## config.mk

```make
export PLATFORM = sky130hd
export DESIGN_NAME = voice_frame_dtmf_key_detector
export DESIGN_NICKNAME = d
export VERILOG_FILES = /design/src/rtl/vfdk_pkg.sv /design/src/rtl/voice_frame_dtmf_key_detector.sv /design/src/rtl/vfdk_ctrl.sv /design/src/rtl/vfdk_datapath.sv
export SDC_FILE = /design/constraint.sdc
export NUM_CORES = 1
export LEC_CHECK = 0
export ABC_AREA = 0
export BUFFER_PORTS_ARGS = -buffer_cell sky130_fd_sc_hd__buf_2
export CAP_MARGIN = 20
export CELL_PAD_IN_SITES_DETAIL_PLACEMENT = 1
export CELL_PAD_IN_SITES_GLOBAL_PLACEMENT = 1
export CORE_UTILIZATION = 40
export CTS_BUF_LIST = sky130_fd_sc_hd__clkbuf_8
export DETAILED_ROUTE_END_ITERATION = 10
export PLACE_DENSITY_LB_ADDON = 0.1
export SYNTH_ARGS = -nofsm -noshare
export SYNTH_HDL_FRONTEND = slang
export SYNTH_SLANG_ARGS = --single-unit
```

## constraint.sdc

```tcl
create_clock -name clk -period 7.29 [get_ports clk]
set_input_delay 1.458 -clock clk [delete_from_list [all_inputs] [get_ports clk]]
set_output_delay 1.458 -clock clk [all_outputs]
set_load 0.1 [all_outputs]
```

## src/rtl/vfdk_pkg.sv

```systemverilog
// ----------------------------------------------------------------------------
// vfdk_pkg: shared types and constants of the voice frame key detector
// Holds the signature masks, key table, register indexes and the command and
// status bundles between the controller and the datapath.
// ----------------------------------------------------------------------------
package vfdk_pkg;

    // Default command buffer capacity (capped at the store depth)
    localparam int MAX_DIGITS  = 16;
    localparam int STORE_DEPTH = 16;
    localparam int STORE_AW    = $clog2(STORE_DEPTH);

    // Field widths
    localparam int HEAD_W   = 32;
    localparam int TAIL_W   = 40;
    localparam int SYM_W    = 5;
    localparam int DIGIT_W  = 4;
    localparam int COUNT_W  = 5;
    localparam int THR_W    = 8;
    localparam int REL_W    = 16;
    localparam int CFG_W    = 16;
    localparam int CFG_IDX_W = 2;
    localparam int IN_DATA_W  = 72;
    localparam int OUT_DATA_W = 16;

    // Configuration register indexes
    localparam logic [CFG_IDX_W-1:0] CFG_REPEAT_THRESHOLD = 2'd0;
    localparam logic [CFG_IDX_W-1:0] CFG_RELEASE_LIMIT    = 2'd1;

    // Register reset values
    localparam logic [THR_W-1:0] REPEAT_THRESHOLD_RST = 8'd3;
    localparam logic [REL_W-1:0] RELEASE_LIMIT_RST    = 16'd100;

    // Signature and key bit masks
    localparam logic [7:0] MASK_82 = 8'h82;
    localparam logic [7:0] MASK_08 = 8'h08;
    localparam logic [7:0] MASK_20 = 8'h20;
    localparam logic [7:0] MASK_10 = 8'h10;
    localparam logic [7:0] MASK_40 = 8'h40;

    // Symbol codes
    localparam logic [SYM_W-1:0] NO_KEY = 5'd16;

    // Counter limits
    localparam logic [THR_W-1:0] PRESS_MAX   = 8'hFF;
    localparam logic [REL_W-1:0] RELEASE_MAX = 16'hFFFF;

    // Record types
    localparam logic REC_STATUS = 1'b0;
    localparam logic REC_DIGIT  = 1'b1;

    // Controller to datapath commands
    typedef struct packed {
        logic accept;      // take the input word and load its status word
        logic load_digit;  // load the next buffered digit into the output
    } ctrl_cmd_t;

    // Datapath to controller status
    typedef struct packed {
        logic out_free;    // output register empty or being taken
        logic flush;       // the offered frame flushes the buffer
        logic drain_last;  // current digit is the last of the command
    } dp_status_t;

    // Map the four masked key bits to a key code
    function automatic logic [DIGIT_W-1:0] key_of_bits(input logic [3:0] idx);
        logic [DIGIT_W-1:0] k;
        case (idx)
            4'd0:    k = 4'd1;
            4'd1:    k = 4'd4;
            4'd2:    k = 4'd7;
            4'd3:    k = 4'd14;
            4'd4:    k = 4'd2;
            4'd5:    k = 4'd5;
            4'd6:    k = 4'd8;
            4'd7:    k = 4'd0;
            4'd8:    k = 4'd3;
            4'd9:    k = 4'd6;
            4'd10:   k = 4'd9;
            4'd11:   k = 4'd15;
            4'd12:   k = 4'd10;
            4'd13:   k = 4'd11;
            4'd14:   k = 4'd12;
            4'd15:   k = 4'd13;
            default: k = 4'd0;
        endcase
        return k;
    endfunction

endpackage

```

## src/rtl/voice_frame_dtmf_key_detector.sv

```systemverilog
// ----------------------------------------------------------------------------
// voice_frame_dtmf_key_detector: key tone detector for coded voice frames
// Finds key tone frames, captures one digit per key press and sends the
// collected digits out as a command.
// ----------------------------------------------------------------------------
// Usage:
//   Input stream s_axis: one 9-byte voice frame per word, tlast set on the
//   frame that ends the transmission. Output stream m_axis: one status word
//   per frame (tuser 0), followed, when the frame flushes the buffer, by one
//   word per buffered digit (tuser 1); tlast marks the final word of a frame.
//   Configuration: cfg_we writes cfg_data into the register at cfg_index
//   (0 repeat threshold, 1 release limit); write only while idle.
//   Status word: registered, valid in the cycle after the frame is taken.
//   Throughput: a flushing frame holds off input until its status and digit
//   words are loaded; other frames go one per cycle unless stalled. The rate
//   is set by the single output register, one word per cycle unless stalled.
//   Reset: counters clear, the threshold returns to 3 and the release limit
//   to 100; the digit buffer holds no digits.
//   Stall: when m_axis_tready is low, the output word holds and s_axis_tready
//   drops until the word is taken.
// ----------------------------------------------------------------------------
module voice_frame_dtmf_key_detector
#(
    parameter int MAX_DIGITS = vfdk_pkg::MAX_DIGITS
)
(
    input  logic                                clk,
    input  logic                                rst_n,
    input  logic                                s_axis_tvalid,
    output logic                                s_axis_tready,
    // [31:0] frame_head, [71:32] frame_tail
    input  logic [vfdk_pkg::IN_DATA_W-1:0]      s_axis_tdata,
    input  logic                                s_axis_tlast,
    output logic                                m_axis_tvalid,
    input  logic                                m_axis_tready,
    // [0] tone_present, [5:1] symbol, [6] digit_captured, [7] overflowed,
    // [11:8] command_digit, [15:12] zero
    output logic [vfdk_pkg::OUT_DATA_W-1:0]     m_axis_tdata,
    // [0] record_type
    output logic                                m_axis_tuser,
    output logic                                m_axis_tlast,
    input  logic                                cfg_we,
    input  logic [vfdk_pkg::CFG_IDX_W-1:0]      cfg_index,
    input  logic [vfdk_pkg::CFG_W-1:0]          cfg_data
);

    vfdk_pkg::ctrl_cmd_t  cmd;
    vfdk_pkg::dp_status_t status;

    // Sequencer
    vfdk_ctrl u_ctrl
    (
        .clk           (clk),
        .rst_n         (rst_n),
        .s_axis_tvalid (s_axis_tvalid),
        .s_axis_tready (s_axis_tready),
        .status        (status),
        .cmd           (cmd)
    );

    // Decode, tracking and output
    vfdk_datapath #(
        .MAX_DIGITS (MAX_DIGITS)
    ) u_datapath
    (
        .clk           (clk),
        .rst_n         (rst_n),
        .s_axis_tdata  (s_axis_tdata),
        .s_axis_tlast  (s_axis_tlast),
        .m_axis_tready (m_axis_tready),
        .cfg_we        (cfg_we),
        .cfg_index     (cfg_index),
        .cfg_data      (cfg_data),
        .cmd           (cmd),
        .status        (status),
        .m_axis_tvalid (m_axis_tvalid),
        .m_axis_tdata  (m_axis_tdata),
        .m_axis_tuser  (m_axis_tuser),
        .m_axis_tlast  (m_axis_tlast)
    );

endmodule

```

## src/rtl/vfdk_ctrl.sv

```systemverilog
// ----------------------------------------------------------------------------
// vfdk_ctrl: sequencer of the voice frame key detector
// Accepts frames while idle and walks the buffered digits out one word at a
// time when a frame flushes the command buffer.
// ----------------------------------------------------------------------------
module vfdk_ctrl
(
    input  logic                   clk,
    input  logic                   rst_n,
    input  logic                   s_axis_tvalid,
    output logic                   s_axis_tready,
    input  vfdk_pkg::dp_status_t   status,
    output vfdk_pkg::ctrl_cmd_t    cmd
);

    localparam logic ST_IDLE  = 1'b0;
    localparam logic ST_DRAIN = 1'b1;

    logic state_reg;
    logic state_next;

    // Take a frame only while idle and the output register can be loaded
    assign s_axis_tready  = (state_reg == ST_IDLE) && status.out_free;
    assign cmd.accept     = s_axis_tready && s_axis_tvalid;
    assign cmd.load_digit = (state_reg == ST_DRAIN) && status.out_free;

    // Advance the sequencer
    always_comb
    begin
        state_next = state_reg;
        case (state_reg)
            ST_IDLE:
            begin
                if (cmd.accept && status.flush)
                begin
                    state_next = ST_DRAIN;
                end
            end
            ST_DRAIN:
            begin
                if (cmd.load_digit && status.drain_last)
                begin
                    state_next = ST_IDLE;
                end
            end
            default:
            begin
                state_next = ST_IDLE;
            end
        endcase
    end

    always_ff @(posedge clk or negedge rst_n)
    begin
        if (!rst_n)
        begin
            state_reg <= ST_IDLE;
        end
        else
        begin
            state_reg <= state_next;
        end
    end

endmodule

```

## src/rtl/vfdk_datapath.sv

```systemverilog
// ----------------------------------------------------------------------------
// vfdk_datapath: frame decode, press tracking and digit buffer
// Decodes the tone signature and key, keeps the press and release counters,
// stores captured digits and drives the output register.
// ----------------------------------------------------------------------------
module vfdk_datapath
#(
    parameter int MAX_DIGITS = vfdk_pkg::MAX_DIGITS
)
(
    input  logic                                clk,
    input  logic                                rst_n,
    input  logic [vfdk_pkg::IN_DATA_W-1:0]      s_axis_tdata,
    input  logic                                s_axis_tlast,
    input  logic                                m_axis_tready,
    input  logic                                cfg_we,
    input  logic [vfdk_pkg::CFG_IDX_W-1:0]      cfg_index,
    input  logic [vfdk_pkg::CFG_W-1:0]          cfg_data,
    input  vfdk_pkg::ctrl_cmd_t                 cmd,
    output vfdk_pkg::dp_status_t                status,
    output logic                                m_axis_tvalid,
    output logic [vfdk_pkg::OUT_DATA_W-1:0]     m_axis_tdata,
    output logic                                m_axis_tuser,
    output logic                                m_axis_tlast
);

    localparam int CAPACITY = (MAX_DIGITS > vfdk_pkg::STORE_DEPTH) ?
                              vfdk_pkg::STORE_DEPTH : MAX_DIGITS;
    localparam logic [vfdk_pkg::COUNT_W-1:0] CAP_LIMIT = vfdk_pkg::COUNT_W'(CAPACITY);

    // Configuration registers
    logic [vfdk_pkg::THR_W-1:0]  repeat_threshold_reg;
    logic [vfdk_pkg::REL_W-1:0]  release_limit_reg;

    // Press tracking state
    logic [vfdk_pkg::SYM_W-1:0]   last_symbol_reg,   last_symbol_next;
    logic [vfdk_pkg::THR_W-1:0]   press_count_reg,   press_count_next;
    logic [vfdk_pkg::REL_W-1:0]   release_count_reg, release_count_next;
    logic                         key_held_reg,      key_held_next;
    logic [vfdk_pkg::COUNT_W-1:0] digit_count_reg,   digit_count_next;

    // Digit buffer and drain pointer
    logic [vfdk_pkg::DIGIT_W-1:0]  digit_store_reg [vfdk_pkg::STORE_DEPTH];
    logic [vfdk_pkg::STORE_AW-1:0] drain_idx_reg,  drain_idx_next;
    logic [vfdk_pkg::COUNT_W-1:0]  drain_cnt_reg,  drain_cnt_next;

    // Output register
    logic                         out_valid_reg, out_valid_next;
    logic                         out_type_reg;
    logic                         out_tone_reg;
    logic [vfdk_pkg::SYM_W-1:0]   out_symbol_reg;
    logic                         out_cap_reg;
    logic                         out_ovf_reg;
    logic [vfdk_pkg::DIGIT_W-1:0] out_digit_reg;
    logic                         out_last_reg;

    // Frame decode
    logic [7:0] b0, b1, b2, b3, b4, b5, b6, b7, b8;
    logic       sig;
    logic       tone;
    logic [3:0] key_idx;
    logic [vfdk_pkg::SYM_W-1:0] sym;
    logic       same_key;
    logic [vfdk_pkg::THR_W-1:0] press_count_tone;
    logic       try_capture;
    logic       room;
    logic       cap;
    logic       ovf;
    logic       flush;
    logic [vfdk_pkg::REL_W-1:0] release_base;

    assign b0 = s_axis_tdata[31:24];
    assign b1 = s_axis_tdata[23:16];
    assign b2 = s_axis_tdata[15:8];
    assign b3 = s_axis_tdata[7:0];
    assign b4 = s_axis_tdata[71:64];
    assign b5 = s_axis_tdata[63:56];
    assign b6 = s_axis_tdata[55:48];
    assign b7 = s_axis_tdata[47:40];
    assign b8 = s_axis_tdata[39:32];

    // Match the masked signature bytes
    assign sig = ((b0 & vfdk_pkg::MASK_82) == vfdk_pkg::MASK_82) &&
                 ((b1 & vfdk_pkg::MASK_08) == vfdk_pkg::MASK_08) &&
                 ((b2 & vfdk_pkg::MASK_20) == vfdk_pkg::MASK_20) &&
                 ((b3 & vfdk_pkg::MASK_82) == vfdk_pkg::MASK_82) &&
                 ((b6 & vfdk_pkg::MASK_82) == 8'h00);
    assign tone = sig && !s_axis_tlast;

    assign key_idx = {|(b4 & vfdk_pkg::MASK_10), |(b5 & vfdk_pkg::MASK_40),
                      |(b7 & vfdk_pkg::MASK_08), |(b8 & vfdk_pkg::MASK_20)};
    assign sym     = {1'b0, vfdk_pkg::key_of_bits(key_idx)};

    // Press count after a tone frame: advance on the same key, restart on a new one
    assign same_key         = (sym == last_symbol_reg);
    assign press_count_tone = !same_key ? '0 :
                              (press_count_reg == vfdk_pkg::PRESS_MAX) ? press_count_reg :
                              press_count_reg + 8'd1;

    assign room        = (digit_count_reg < CAP_LIMIT);
    assign try_capture = !key_held_reg && (press_count_tone >= repeat_threshold_reg);
    assign cap         = tone && try_capture && room;
    assign ovf         = tone && try_capture && !room;
    assign flush       = !tone && (s_axis_tlast || (release_count_reg >= release_limit_reg))
                         && (digit_count_reg != '0);

    assign status.out_free   = !out_valid_reg || m_axis_tready;
    assign status.flush      = flush;
    assign status.drain_last = ({1'b0, drain_idx_reg} + 5'd1) == drain_cnt_reg;

    // Update press tracking on each accepted frame and the drain pointer on each digit load
    always_comb
    begin
        last_symbol_next   = last_symbol_reg;
        press_count_next   = press_count_reg;
        release_count_next = release_count_reg;
        key_held_next      = key_held_reg;
        digit_count_next   = digit_count_reg;
        drain_idx_next     = drain_idx_reg;
        drain_cnt_next     = drain_cnt_reg;
        release_base       = flush ? '0 : release_count_reg;

        if (cmd.accept)
        begin
            if (tone)
            begin
                last_symbol_next = sym;
                press_count_next = press_count_tone;
                if (try_capture)
                begin
                    release_count_next = '0;
                    key_held_next      = 1'b1;
                    if (room)
                    begin
                        digit_count_next = digit_count_reg + 5'd1;
                    end
                end
            end
            else
            begin
                if (flush)
                begin
                    digit_count_next = '0;
                    drain_idx_next   = '0;
                    drain_cnt_next   = digit_count_reg;
                end
                key_held_next    = 1'b0;
                press_count_next = '0;
                last_symbol_next = vfdk_pkg::NO_KEY;
                if (release_base != vfdk_pkg::RELEASE_MAX)
                begin
                    release_count_next = release_base + 16'd1;
                end
                else
                begin
                    release_count_next = release_base;
                end
            end
        end

        if (cmd.load_digit)
        begin
            drain_idx_next = drain_idx_reg + 4'd1;
        end
    end

    // Hold output valid until the word is taken
    always_comb
    begin
        if (cmd.accept || cmd.load_digit)
        begin
            out_valid_next = 1'b1;
        end
        else if (m_axis_tready)
        begin
            out_valid_next = 1'b0;
        end
        else
        begin
            out_valid_next = out_valid_reg;
        end
    end

    // Control and state registers
    always_ff @(posedge clk or negedge rst_n)
    begin
        if (!rst_n)
        begin
            repeat_threshold_reg <= vfdk_pkg::REPEAT_THRESHOLD_RST;
            release_limit_reg    <= vfdk_pkg::RELEASE_LIMIT_RST;
            last_symbol_reg      <= vfdk_pkg::NO_KEY;
            press_count_reg      <= '0;
            release_count_reg    <= '0;
            key_held_reg         <= 1'b0;
            digit_count_reg      <= '0;
            drain_idx_reg        <= '0;
            drain_cnt_reg        <= '0;
            out_valid_reg        <= 1'b0;
        end
        else
        begin
            if (cfg_we && (cfg_index == vfdk_pkg::CFG_REPEAT_THRESHOLD))
            begin
                repeat_threshold_reg <= cfg_data[vfdk_pkg::THR_W-1:0];
            end
            if (cfg_we && (cfg_index == vfdk_pkg::CFG_RELEASE_LIMIT))
            begin
                release_limit_reg <= cfg_data[vfdk_pkg::REL_W-1:0];
            end
            last_symbol_reg   <= last_symbol_next;
            press_count_reg   <= press_count_next;
            release_count_reg <= release_count_next;
            key_held_reg      <= key_held_next;
            digit_count_reg   <= digit_count_next;
            drain_idx_reg     <= drain_idx_next;
            drain_cnt_reg     <= drain_cnt_next;
            out_valid_reg     <= out_valid_next;
        end
    end

    // Append a captured key to the buffer
    always_ff @(posedge clk)
    begin
        if (cmd.accept && cap)
        begin
            digit_store_reg[digit_count_reg[vfdk_pkg::STORE_AW-1:0]] <= sym[vfdk_pkg::DIGIT_W-1:0];
        end
    end

    // Load the output word: status for a frame, or the next buffered digit
    always_ff @(posedge clk)
    begin
        if (cmd.accept)
        begin
            out_type_reg   <= vfdk_pkg::REC_STATUS;
            out_tone_reg   <= tone;
            out_symbol_reg <= tone ? sym : vfdk_pkg::NO_KEY;
            out_cap_reg    <= cap;
            out_ovf_reg    <= ovf;
            out_digit_reg  <= '0;
            out_last_reg   <= !flush;
        end
        else if (cmd.load_digit)
        begin
            out_type_reg   <= vfdk_pkg::REC_DIGIT;
            out_tone_reg   <= 1'b0;
            out_symbol_reg <= vfdk_pkg::NO_KEY;
            out_cap_reg    <= 1'b0;
            out_ovf_reg    <= 1'b0;
            out_digit_reg  <= digit_store_reg[drain_idx_reg];
            out_last_reg   <= status.drain_last;
        end
    end

    assign m_axis_tvalid = out_valid_reg;
    assign m_axis_tuser  = out_type_reg;
    assign m_axis_tlast  = out_last_reg;
    assign m_axis_tdata  = {4'b0000, out_digit_reg, out_ovf_reg, out_cap_reg,
                            out_symbol_reg, out_tone_reg};

    // Buffer never holds more digits than its capacity
    a_count_in_range: assert property (@(posedge clk) disable iff (!rst_n)
        digit_count_reg <= CAP_LIMIT)
        else $error("digit count exceeds buffer capacity");

    // A new output word is loaded only into a free output register
    a_load_when_free: assert property (@(posedge clk) disable iff (!rst_n)
        (cmd.accept || cmd.load_digit) |-> (!out_valid_reg || m_axis_tready))
        else $error("output word overwritten before it was taken");

    // Frame intake and digit drain never happen together
    a_no_overlap: assert property (@(posedge clk) disable iff (!rst_n)
        !(cmd.accept && cmd.load_digit))
        else $error("frame accepted during digit drain");

    // A drain only walks a non-empty command
    a_drain_nonempty: assert property (@(posedge clk) disable iff (!rst_n)
        cmd.load_digit |-> (drain_cnt_reg != '0) && ({1'b0, drain_idx_reg} < drain_cnt_reg))
        else $error("digit drain outside buffered command");

endmodule

```

==> results of run 1 <==
worst register-to-register path, stage by stage, from the launching register on:
cell and delay [ns]:
dfrtp_1 0.40, inv_1 0.09, ha_1 0.28, nand2b_1 0.14, a2111o_1 0.40, a32oi_1 0.31
a21o_1 0.40, and2_1 0.20, ha_1 0.30, nand2_1 0.13, or3_1 0.40, nor3_2 0.38
nor4b_1 0.12, or3b_2 0.45, a31oi_1 0.17
layer usage:
metal | vias to the layer above | share of wire (%)
li1 | 2484 | -
met2 | 75 | 51
met3 | 18 | 2.7
met4 | 0 | 1.3
met1 | 2645 | 45
met5 | - | 0
cell type report:
class	count	area, µm²	area share [%]
Sequential cell	148	4050	48.5
Multi-Input combinational cell	420	3150	37.7
Timing Repair Buffer	62	342	4.09
Tap cell	229	287	3.43
Clock buffer	17	234	2.80
Inverter	41	154	1.84
Clock inverter	15	140	1.68
cells by family (layout without fill, tap and decap cells):
| family | count (synthesis) | count (layout) | synth area share [%] |
|---|---|---|---|
| AND/OR/NAND/NOR | 194 | 194 | 13.7 |
| XOR/XNOR | 10 | 10 | 1.16 |
| buffers and inverters | 79 | 135 | 4.44 |
| other | 1 | 4 | 0.0498 |
| flip-flops | 148 | 148 | 53.9 |
| AO/OA/AOI/OAI | 136 | 136 | 11.9 |
| multiplexers | 45 | 45 | 9.68 |
| adder cells (fa/ha/maj) | 31 | 31 | 5.16 |
path summary, 6_finish.rpt:
check	endpoint	slack (ns)	depth (start not counted)
max in group asynchronous	u_datapath.drain_cnt_reg[1]$_DFFE_PN0P_	5.44	2
setup reg to reg	u_datapath.release_count_reg[7]$_DFFE_PN0P_	3.04	14
hold reg to reg	u_datapath.out_digit_reg[2]$_SDFFE_PP0P_	0.46	2
hold / removal	u_datapath.out_digit_reg[2]$_SDFFE_PP0P_	0.46	2
min in group asynchronous	u_datapath.repeat_threshold_reg[4]$_DFFE_PN0P_	1.23	2
setup / recovery	u_datapath.digit_store_reg[7][3]$_DFFE_PP_	2.23	16
power by group:
group,internal [mW],switching (mW)
logic,0.101,0.157
registers,0.926,0.0363
clock network,0.251,0.358
total,1.28,0.552
placed cells by master (no fill, tap or decap), types with 5 or more instances in the layout:
cell type,count
nand4_1,10
mux4_2,20
ha_1,31
nor3_1,11
a21oi_1,34
nand2b_1,9
and3_1,11
a211oi_1,8
clkbuf_8,17
a21o_1,15
nand2_1,54
inv_1,40
dfstp_2,6
xnor2_1,5
nor2b_1,11
xor2_1,5
dfrtp_1,64
dfxtp_1,5
buf_2,51
o21ai_0,23
nand3_1,13
edfxtp_1,73
a41oi_1,5
a31oi_1,15
nor2_1,31
and2_1,9
or2_2,6
mux2_2,22
buf_4,10
stage by stage:
| step | hold slack, ns | cell area (µm²) | utilization [%] | cells | worst slack, ns |
|---|---|---|---|---|---|
| floorplan | 0.452 | 7530 | - | 647 | 2.12 |
| global placement | 0.447 | 7970 | 43.8 | 899 | 1.83 |
| detailed placement | 0.452 | 7970 | 43.8 | 899 | 1.68 |
| CTS | 0.467 | 8350 | 45.8 | 931 | 2.18 |
| global route | 0.500 | 8360 | 45.9 | 932 | 1.91 |
| finish | 0.460 | 8360 | 45.9 | 932 | 2.23 |
==> metrics, run 1 <==
Slew Limit Fails 0; detailed-route via count 5222; Setup crit start s_axis_tdata[62]; failing checks DRC; top-area cell type share of the netlist area 29.1%; CTS tree yes; clock transition at the registers of the reported paths 0.10 ns; Synth async-reset ratio 47.3%; synth cell count leaders edfxtp_1 (73), dfrtp_1 (64), nand2_1 (54); Max clock buf depth 2; most frequent cell after synthesis edfxtp_1; Synth Flop Type edfxtp_1; Finish-stage setup viols 0; Worst R2R Start u_datapath.release_count_reg[0]$_DFFE_PN0P_; H-tree lvl count 4; num rows 49; Via-to-Cell Ratio 5.60; Skew-Pair Late Insertion Delay 0.46 ns; Synth Warn # 0; worst slew pin tran 0.957 ns; initial antenna violation count 0; Synth cell types 70; first-pass GRT wire length 29300 µm; FMAX 198 MHz; largest net degree at the start of global routing 71; layout overhead on the synthesized area 11.1%; WP data required 7.43 ns; Cells after Synth 644; Leak 3.43 nW; Die ar. 19400 µm²; crit start category input port; gr usage total 19.7%; critical path's largest stage delay 0.70 ns; WS Path Type in2reg; 1st-iter DRT viols 238; # hold bufs at CTS 0; Final HPWL DP 12600 µm; post-CTS setup buffer count 0; drt pass-1 iters 9; WP data arrival 5.20 ns; synthesized cell area 7520 µm²; Die Span Y 139 µm; Synth area leader edfxtp_1; setup_tns 0 ns; CP Capture Type flip-flop; Sinks on Clock Net 148; Post-CTS Resized 0; period utilization 69.4%; register area share after synthesis 53.8%; CTS buffer count 17; crit-path leading delay family compound AO/OA/AOI/OAI gates; Layout Skew 0.0167 ns; worst-path cell chain buf_2, o21ai_0, a22oi_1, xor2_1, o2111ai_1, buf_4, a31oi_1, o21a_1, ha_1, a41o_1, a21oi_1, o21ai_0, a31oi_1, buf_4, nor3_1, and4b_1; pwr/cell area 219 nW/µm²; outcome finished, violations left; Root Driver clkbuf_8; Hold Path Origin u_datapath.out_digit_reg[2]$_SDFFE_PP0P_; unrepaired setup endpoints after global routing no; Die X 139 µm; max reg flops 64; Post-synth EDFFs 73; endpoints failing hold 0; largest cells by area after synthesis edfxtp_1 (29%), dfrtp_1 (21%), mux4_2 (6.0%), ha_1 (5.2%), mux2_2 (3.3%); antenna-violating nets left 0; Starting Density 41.3%; worst hold path class reg2reg; Crit path buffers/inverters 3; core area 18200 µm²; routed len/inst 19.2 µm; WL final 17900 µm; worst vdd ir 0.000118 V; met3 usage 3.90%; vias in the first global route 5554; fill cell count 1961; IO Pins 116; Remaining DRCs 4; PnR Total Power 1.83 mW; Seq cells post-synth 148; share of layout cells above drive strength 1 22.2%; crit path time final 5.06 ns; port bufs 51; Mean Syn Cell Area 11.7 µm²; gr busiest metal met2; # nets final 817; GRT overflow 0; max cap viols 0; ant diodes 0; crit-path max FO 16; met2 Use GR 34.1%; global routing usage on met1 24.8%; GPL Wtd Cong 0.786; Worst path slowest cell nor3_1; slew margin rel. 36.2%
No activity file was read; power rests on OpenSTA's default activity.
==> inputs of run 2 (changes only) <==
==> constraint.sdc (replaced) <==
create_clock -name clk -period 4.99 [get_ports clk]
set_input_delay 0.998 -clock clk [delete_from_list [all_inputs] [get_ports clk]]
set_output_delay 0.998 -clock clk [all_outputs]
set_load 0.1 [all_outputs]
==> metrics, run 2 (synthesized netlist as in run 1, its figures left out) <==
most frequent cells in the layout edfxtp_1 (73), dfrtp_1 (64), nand2_1 (54), buf_2 (51), inv_1 (40); unrepaired setup endpoints after global routing no; hold worst-path end u_datapath.out_digit_reg[0]$_SDFFE_PP0P_; worst slew pin tran 1.08 ns (+0.128 ns); Sinks on Clock Net 148 (unchanged); max reg flops 64 (unchanged); drt pass-1 iters 8 (-1); H-tree lvl count 4 (unchanged); core area 18200 µm² (unchanged); # hold bufs at CTS 0 (unchanged); ant diodes 0 (unchanged); max cap viols 0 (unchanged); Starting Density 41.3% (unchanged); Post-CTS Resized 0 (unchanged); initial antenna violation count 0 (unchanged); Final HPWL DP 12700 µm (+1.3%); Leak 3.48 nW (+1.3%); CTS buffer count 17 (unchanged); Post-Layout Cell Count 939 (+0.75%); WL final 18100 µm (+1.1%); GPL Wtd Cong 0.801 (+1.9%); num rows 49 (unchanged); FMAX 218 MHz; Layout Skew 0.0192 ns (+0.00242 ns); endpoints failing hold 0 (unchanged); Die ar. 19400 µm² (unchanged); clock transition at the registers of the reported paths 0.09 ns (about the same); worst flop-to-flop path endpoint u_datapath.digit_store_reg[7][1]$_DFFE_PP_; Worst Hold Depth 2 (unchanged); share of layout cells above drive strength 1 23.0% (+0.77 points); Hold Path Origin u_datapath.out_digit_reg[0]$_SDFFE_PP0P_; period utilization 92.0%; port bufs 51 (unchanged); routed len/inst 19.3 µm (+0.34%); crit start category input port; Root Driver clkbuf_8; vias in the first global route 5700 (+2.6%); commonest non-fill, non-tap cell in the layout edfxtp_1; PnR Total Power 2.75 mW (+51%); crit path time final 4.59 ns; WS Path Type in2reg; Remaining DRCs 4 (unchanged); worst hold path class reg2reg; WP data arrival 4.73 ns (-0.47 ns); post-CTS setup buffer count 0 (unchanged); CP Capture Type flip-flop; R2R cell count 13 (-1); Skew-Pair Late Insertion Delay 0.46 ns (about the same); gr usage total 19.9% (+0.17 points); largest net degree at the start of global routing 41 (-42%); GRT overflow 0 (unchanged); pwr/cell area 326 nW/µm² (+49%); Die Span Y 139 µm (unchanged); worst vdd ir 0.000145 V (+23%); # nets final 824 (+0.86%); 1st-iter DRT viols 155 (-35%); failing checks DRC; first-pass GRT wire length 29800 µm (+1.6%); WP data required 5.13 ns (-2.30 ns); Die X 139 µm (unchanged); outcome finished, violations left; dpl cells 906 (+0.78%); Slew Limit Fails 0 (unchanged); Max clock buf depth 2 (unchanged); CTS tree yes; crit-path max FO 14 (-2); Via-to-Cell Ratio 5.61 (+0.13%); Worst R2R Start u_datapath.last_symbol_reg[3]$_DFFE_PN0P_; Worst R2R Setup Slack 0.72 ns (-2.32 ns); layout overhead on the synthesized area 12.1%; IO Pins 116 (unchanged); slew margin rel. 27.2% (-9.1 points); Finish-stage setup viols 0 (unchanged); fill cell count 1960 (-0.051%); antenna-violating nets left 0 (unchanged); detailed-route via count 5268 (+0.88%)
## run 2: worst max-delay path by stage
stage                     start                                           to  slack, ns  cells after the start
2_1_floorplan  s_axis_tdata[43]  u_datapath.digit_store_reg[15][0]$_DFFE_PP_       0.28                     14
3_3_place_gp   s_axis_tdata[62]   u_datapath.digit_store_reg[5][3]$_DFFE_PP_       0.09                     14
3_5_place_dp   s_axis_tdata[62]   u_datapath.digit_store_reg[7][3]$_DFFE_PP_      -0.09                     14
4_1_cts        s_axis_tdata[62]   u_datapath.digit_store_reg[7][2]$_DFFE_PP_       0.42                     14
5_1_grt        s_axis_tdata[62]   u_datapath.digit_store_reg[7][2]$_DFFE_PP_       0.10                     14
6_report       s_axis_tdata[62]   u_datapath.digit_store_reg[7][1]$_DFFE_PP_       0.40                     14
## run 2: stage by stage
| step | hold slack (ns) | util [%] | TNS, ns | instance area (µm²) | setup slack (ns) |
|---|---|---|---|---|---|
| after CTS | 0.466 | 46.3 | 0 | 8430 | 0.416 |
| after floorplan | 0.452 | - | 0 | 7530 | 0.284 |
| after global placement | 0.446 | 44.1 | 0 | 8020 | 0.0873 |
| after detailed placement | 0.454 | 44.1 | -0.778 | 8020 | -0.0921 |
| final | 0.459 | 46.3 | 0 | 8440 | 0.398 |
| after global routing | 0.491 | 46.3 | 0 | 8440 | 0.103 |
## run 2: power breakdown
group / switching [mW] / total [mW] / leakage (nW) / internal, mW
Clock: 0.511 / 0.971 / 0.204 / 0.460
Sequential: 0.0507 / 1.40 / 1.62 / 1.35
Combinational: 0.231 / 0.380 / 1.65 / 0.148
## run 2: critical path: stages
cell and delay (ns):
buf_2 0.22, a21bo_2 0.26, o221ai_1 0.16, a32oi_1 0.09
o2111ai_1 0.45, buf_4 0.26, a21oi_1 0.08, ha_1 0.31
a21o_1 0.11, a31oi_1 0.04, o21ai_0 0.28, a31oi_1 0.16
nor3_1 0.84, and4b_1 0.49
## run 2: per-layer routing
metal | global-route usage, % | vias to the layer above | wire length, µm
li1 | - | 2494 | -
met1 | 24.8 | 2669 | 8300
met2 | 34.2 | 89 | 8990
met3 | 3.94 | 16 | 504
met4 | 7.19 | 0 | 314
met5 | 0 | - | 0
## run 2: area by class of cell
| cell class | instances | area [µm²] | share of cell area (%) |
|---|---|---|---|
| Multi-Input combinational cell | 420 | 3150 | 37.3 |
| Clock buffer | 17 | 234 | 2.77 |
| Sequential cell | 148 | 4050 | 48.0 |
| Clock inverter | 15 | 170 | 2.02 |
| Inverter | 41 | 154 | 1.82 |
| Tap cell | 229 | 287 | 3.40 |
| Timing Repair Buffer | 69 | 390 | 4.63 |
==> inputs of run 3 (changes only) <==
--- a/config.mk
+++ b/config.mk
@@ -13,7 +13,7 @@
 export CORE_UTILIZATION = 40
 export CTS_BUF_LIST = sky130_fd_sc_hd__clkbuf_8
 export DETAILED_ROUTE_END_ITERATION = 10
-export PLACE_DENSITY_LB_ADDON = 0.1
+export PLACE_DENSITY = 0.74
 export SYNTH_ARGS = -nofsm -noshare
 export SYNTH_HDL_FRONTEND = slang
 export SYNTH_SLANG_ARGS = --single-unit
==> constraint.sdc (replaced) <==
create_clock -name clk -period 4.99 [get_ports clk]
set_input_delay 0.2495 -clock clk [delete_from_list [all_inputs] [get_ports clk]]
set_output_delay 0.2495 -clock clk [all_outputs]
set_load 0.1 [all_outputs]
==> metrics, run 3 (synthesized netlist as in run 1, its figures left out) <==
routed len/inst 18.9 µm (-2.1%); Skew-Pair Late Insertion Delay 0.45 ns (about the same); Die Span Y 139 µm (unchanged); Layout Skew 0.0113 ns (-0.00786 ns); core area 18200 µm² (unchanged); Final HPWL DP 12500 µm (-1.8%); WL final 17700 µm (-2.4%); first-pass GRT wire length 29300 µm (-1.9%); antenna-violating nets left 0 (unchanged); IO Pins 116 (unchanged); # hold bufs at CTS 1 (+1); ant diodes 0 (unchanged); endpoints failing hold 0 (unchanged); critical path's largest stage delay 0.69 ns (-0.15 ns); crit-path max FO 16 (+2); Post-CTS Resized 0 (unchanged); crit-path leading delay family simple AND/OR/NAND/NOR gates; Finish-stage setup viols 0 (unchanged); CP Capture Type flip-flop; WP depth 13 (-1); GRT overflow 0 (unchanged); drt pass-1 iters 8 (unchanged); Slew Limit Fails 0 (unchanged); Die ar. 19400 µm² (unchanged); max cap viols 0 (unchanged); detailed-route via count 5284 (+0.30%); crit path time final 4.35 ns (-0.247 ns); outcome finished, violations left; Final WS setup 0.645 ns (+0.247 ns); CTS tree yes; # nets final 821 (-0.36%); FMAX 230 MHz (+5.7%); Post-Layout Inst Area 8400 µm² (-0.37%); num rows 49 (unchanged); setup_tns 0 ns (unchanged); commonest non-fill, non-tap cell in the layout edfxtp_1; initial antenna violation count 0 (unchanged); Worst path slowest cell nor3_1; 1st-iter DRT viols 276 (+78%); pre-CTS setup slack 0.676 ns (+0.768 ns); worst vdd ir 0.000217 V (+49%); Leak 3.47 nW (-0.32%); share of layout cells above drive strength 1 22.2% (-0.75 points); crit start category flip-flop; Max clock buf depth 2 (unchanged); port bufs 51 (unchanged); clock transition at the registers of the reported paths 0.09 ns (about the same); layout overhead on the synthesized area 11.7%; gr usage total 19.5% (-0.40 points); most frequent cells in the layout edfxtp_1 (73), dfrtp_1 (64), nand2_1 (54), buf_2 (51), inv_1 (42); unrepaired setup endpoints after global routing no; Die X 139 µm (unchanged); Sinks on Clock Net 148 (unchanged); max reg flops 64 (unchanged); Via-to-Cell Ratio 5.65 (+0.63%); Post-DP Area 7990 µm² (-0.37%); CTS buffer count 17 (unchanged); worst slew pin tran 0.921 ns (-0.164 ns); Starting Density 41.3% (unchanged); WP data required 5.12 ns (about the same); worst-path cell chain ha_1, and2_1, nand4_1, and4_1, nand2b_1, a21oi_1, ha_1, nand4_1, o21ai_0, a31oi_1, buf_4, nor3_1, and4b_1; vias in the first global route 5642 (-1.0%); worst hold path class in2async; WP data arrival 4.48 ns (-0.25 ns); period utilization 87.1% (-4.9 points); WS Path Type reg2reg; Remaining DRCs 4 (unchanged); largest net degree at the start of global routing 71 (+73%); H-tree lvl count 4 (unchanged); failing checks DRC; post-CTS setup buffer count 0 (unchanged); GPL Wtd Cong 0.811 (+1.2%); Crit path buffers/inverters 1 (-1); pwr/cell area 322 nW/µm² (-1.4%); Root Driver clkbuf_8; PnR Total Power 2.70 mW (-1.8%); slew margin rel. 38.6% (+11 points); R2R cell count 13 (unchanged)
run 3: cell types whose count changed in the layout (fill, tap and decap cells not counted), sizes merged:
cell / before / now
clkinv: 4 / 7
dlygate4sd3: 0 / 1
clkbuf: 17 / 19
clkinvlp: 2 / 1
buf: 69 / 64
inv: 48 / 45
run 3: path summary, 6_finish.rpt:
| kind | startpoint | endpoint | slack [ns] |
|---|---|---|---|
| worst max-delay path | u_datapath.press_count_reg[0]$_DFFE_PN0P_ | u_datapath.digit_store_reg[5][3]$_DFFE_PP_ | 0.64 |
| worst min-delay path | rst_n | u_datapath.release_limit_reg[4]$_DFFE_PN0P_ | 0.02 |
| worst max register to register | u_datapath.press_count_reg[0]$_DFFE_PN0P_ | u_datapath.digit_store_reg[5][3]$_DFFE_PP_ | 0.64 |
| worst min register to register | u_datapath.out_digit_reg[0]$_SDFFE_PP0P_ | u_datapath.out_digit_reg[0]$_SDFFE_PP0P_ | 0.46 |
| max in group asynchronous | rst_n | u_datapath.drain_cnt_reg[4]$_DFFE_PN0P_ | 4.38 |
| min in group clk | cfg_data[15] | u_datapath.release_limit_reg[15]$_DFFE_PN0P_ | 0.03 |
run 3: metrics by stage:
step	util, %	std cells	hold slack (ns)
4_1_cts	46.1	935	0.00984
2_1_floorplan	-	647	-0.0461
3_5_place_dp	43.9	902	0.454
6_report	46.2	936	0.0194
5_1_grt	46.2	936	0.0174
3_3_place_gp	43.9	902	0.442
run 3: layout make-up:
| type | instances | area, µm² |
|---|---|---|
| Clock buffer | 18 | 248 |
| Fill cell | 1920 | 9800 |
| Sequential cell | 148 | 4050 |
| Inverter | 41 | 154 |
| Timing Repair Buffer | 66 | 377 |
| Multi-Input combinational cell | 420 | 3150 |
| Clock inverter | 14 | 139 |
| Tap cell | 229 | 287 |
run 3: layer usage:
layer | global-route usage [%] | vias to the layer above | wire length [µm]
met5 | 0 | - | 0
met4 | 6.08 | 0 | 149
met3 | 3.38 | 11 | 559
met2 | 33.8 | 84 | 9070
met1 | 24.8 | 2705 | 7880
li1 | - | 2484 | -
run 3: where the power goes:
part           total, mW  internal, mW  switching [mW]  leakage [nW]
combinational      0.380         0.149           0.231          1.64
clock              0.919         0.455           0.464         0.206
sequential          1.41          1.35          0.0530          1.62
total               2.70          1.96           0.748          3.47
run 3: worst reg2reg max path: cells and delay by family (launching register included):
kind / cells / cell delay (ns)
buf+inv: 1 / 0.21
fa+ha+maj: 2 / 0.43
simple gates: 7 / 2.30
compound gates: 3 / 0.62
flops: 1 / 0.47
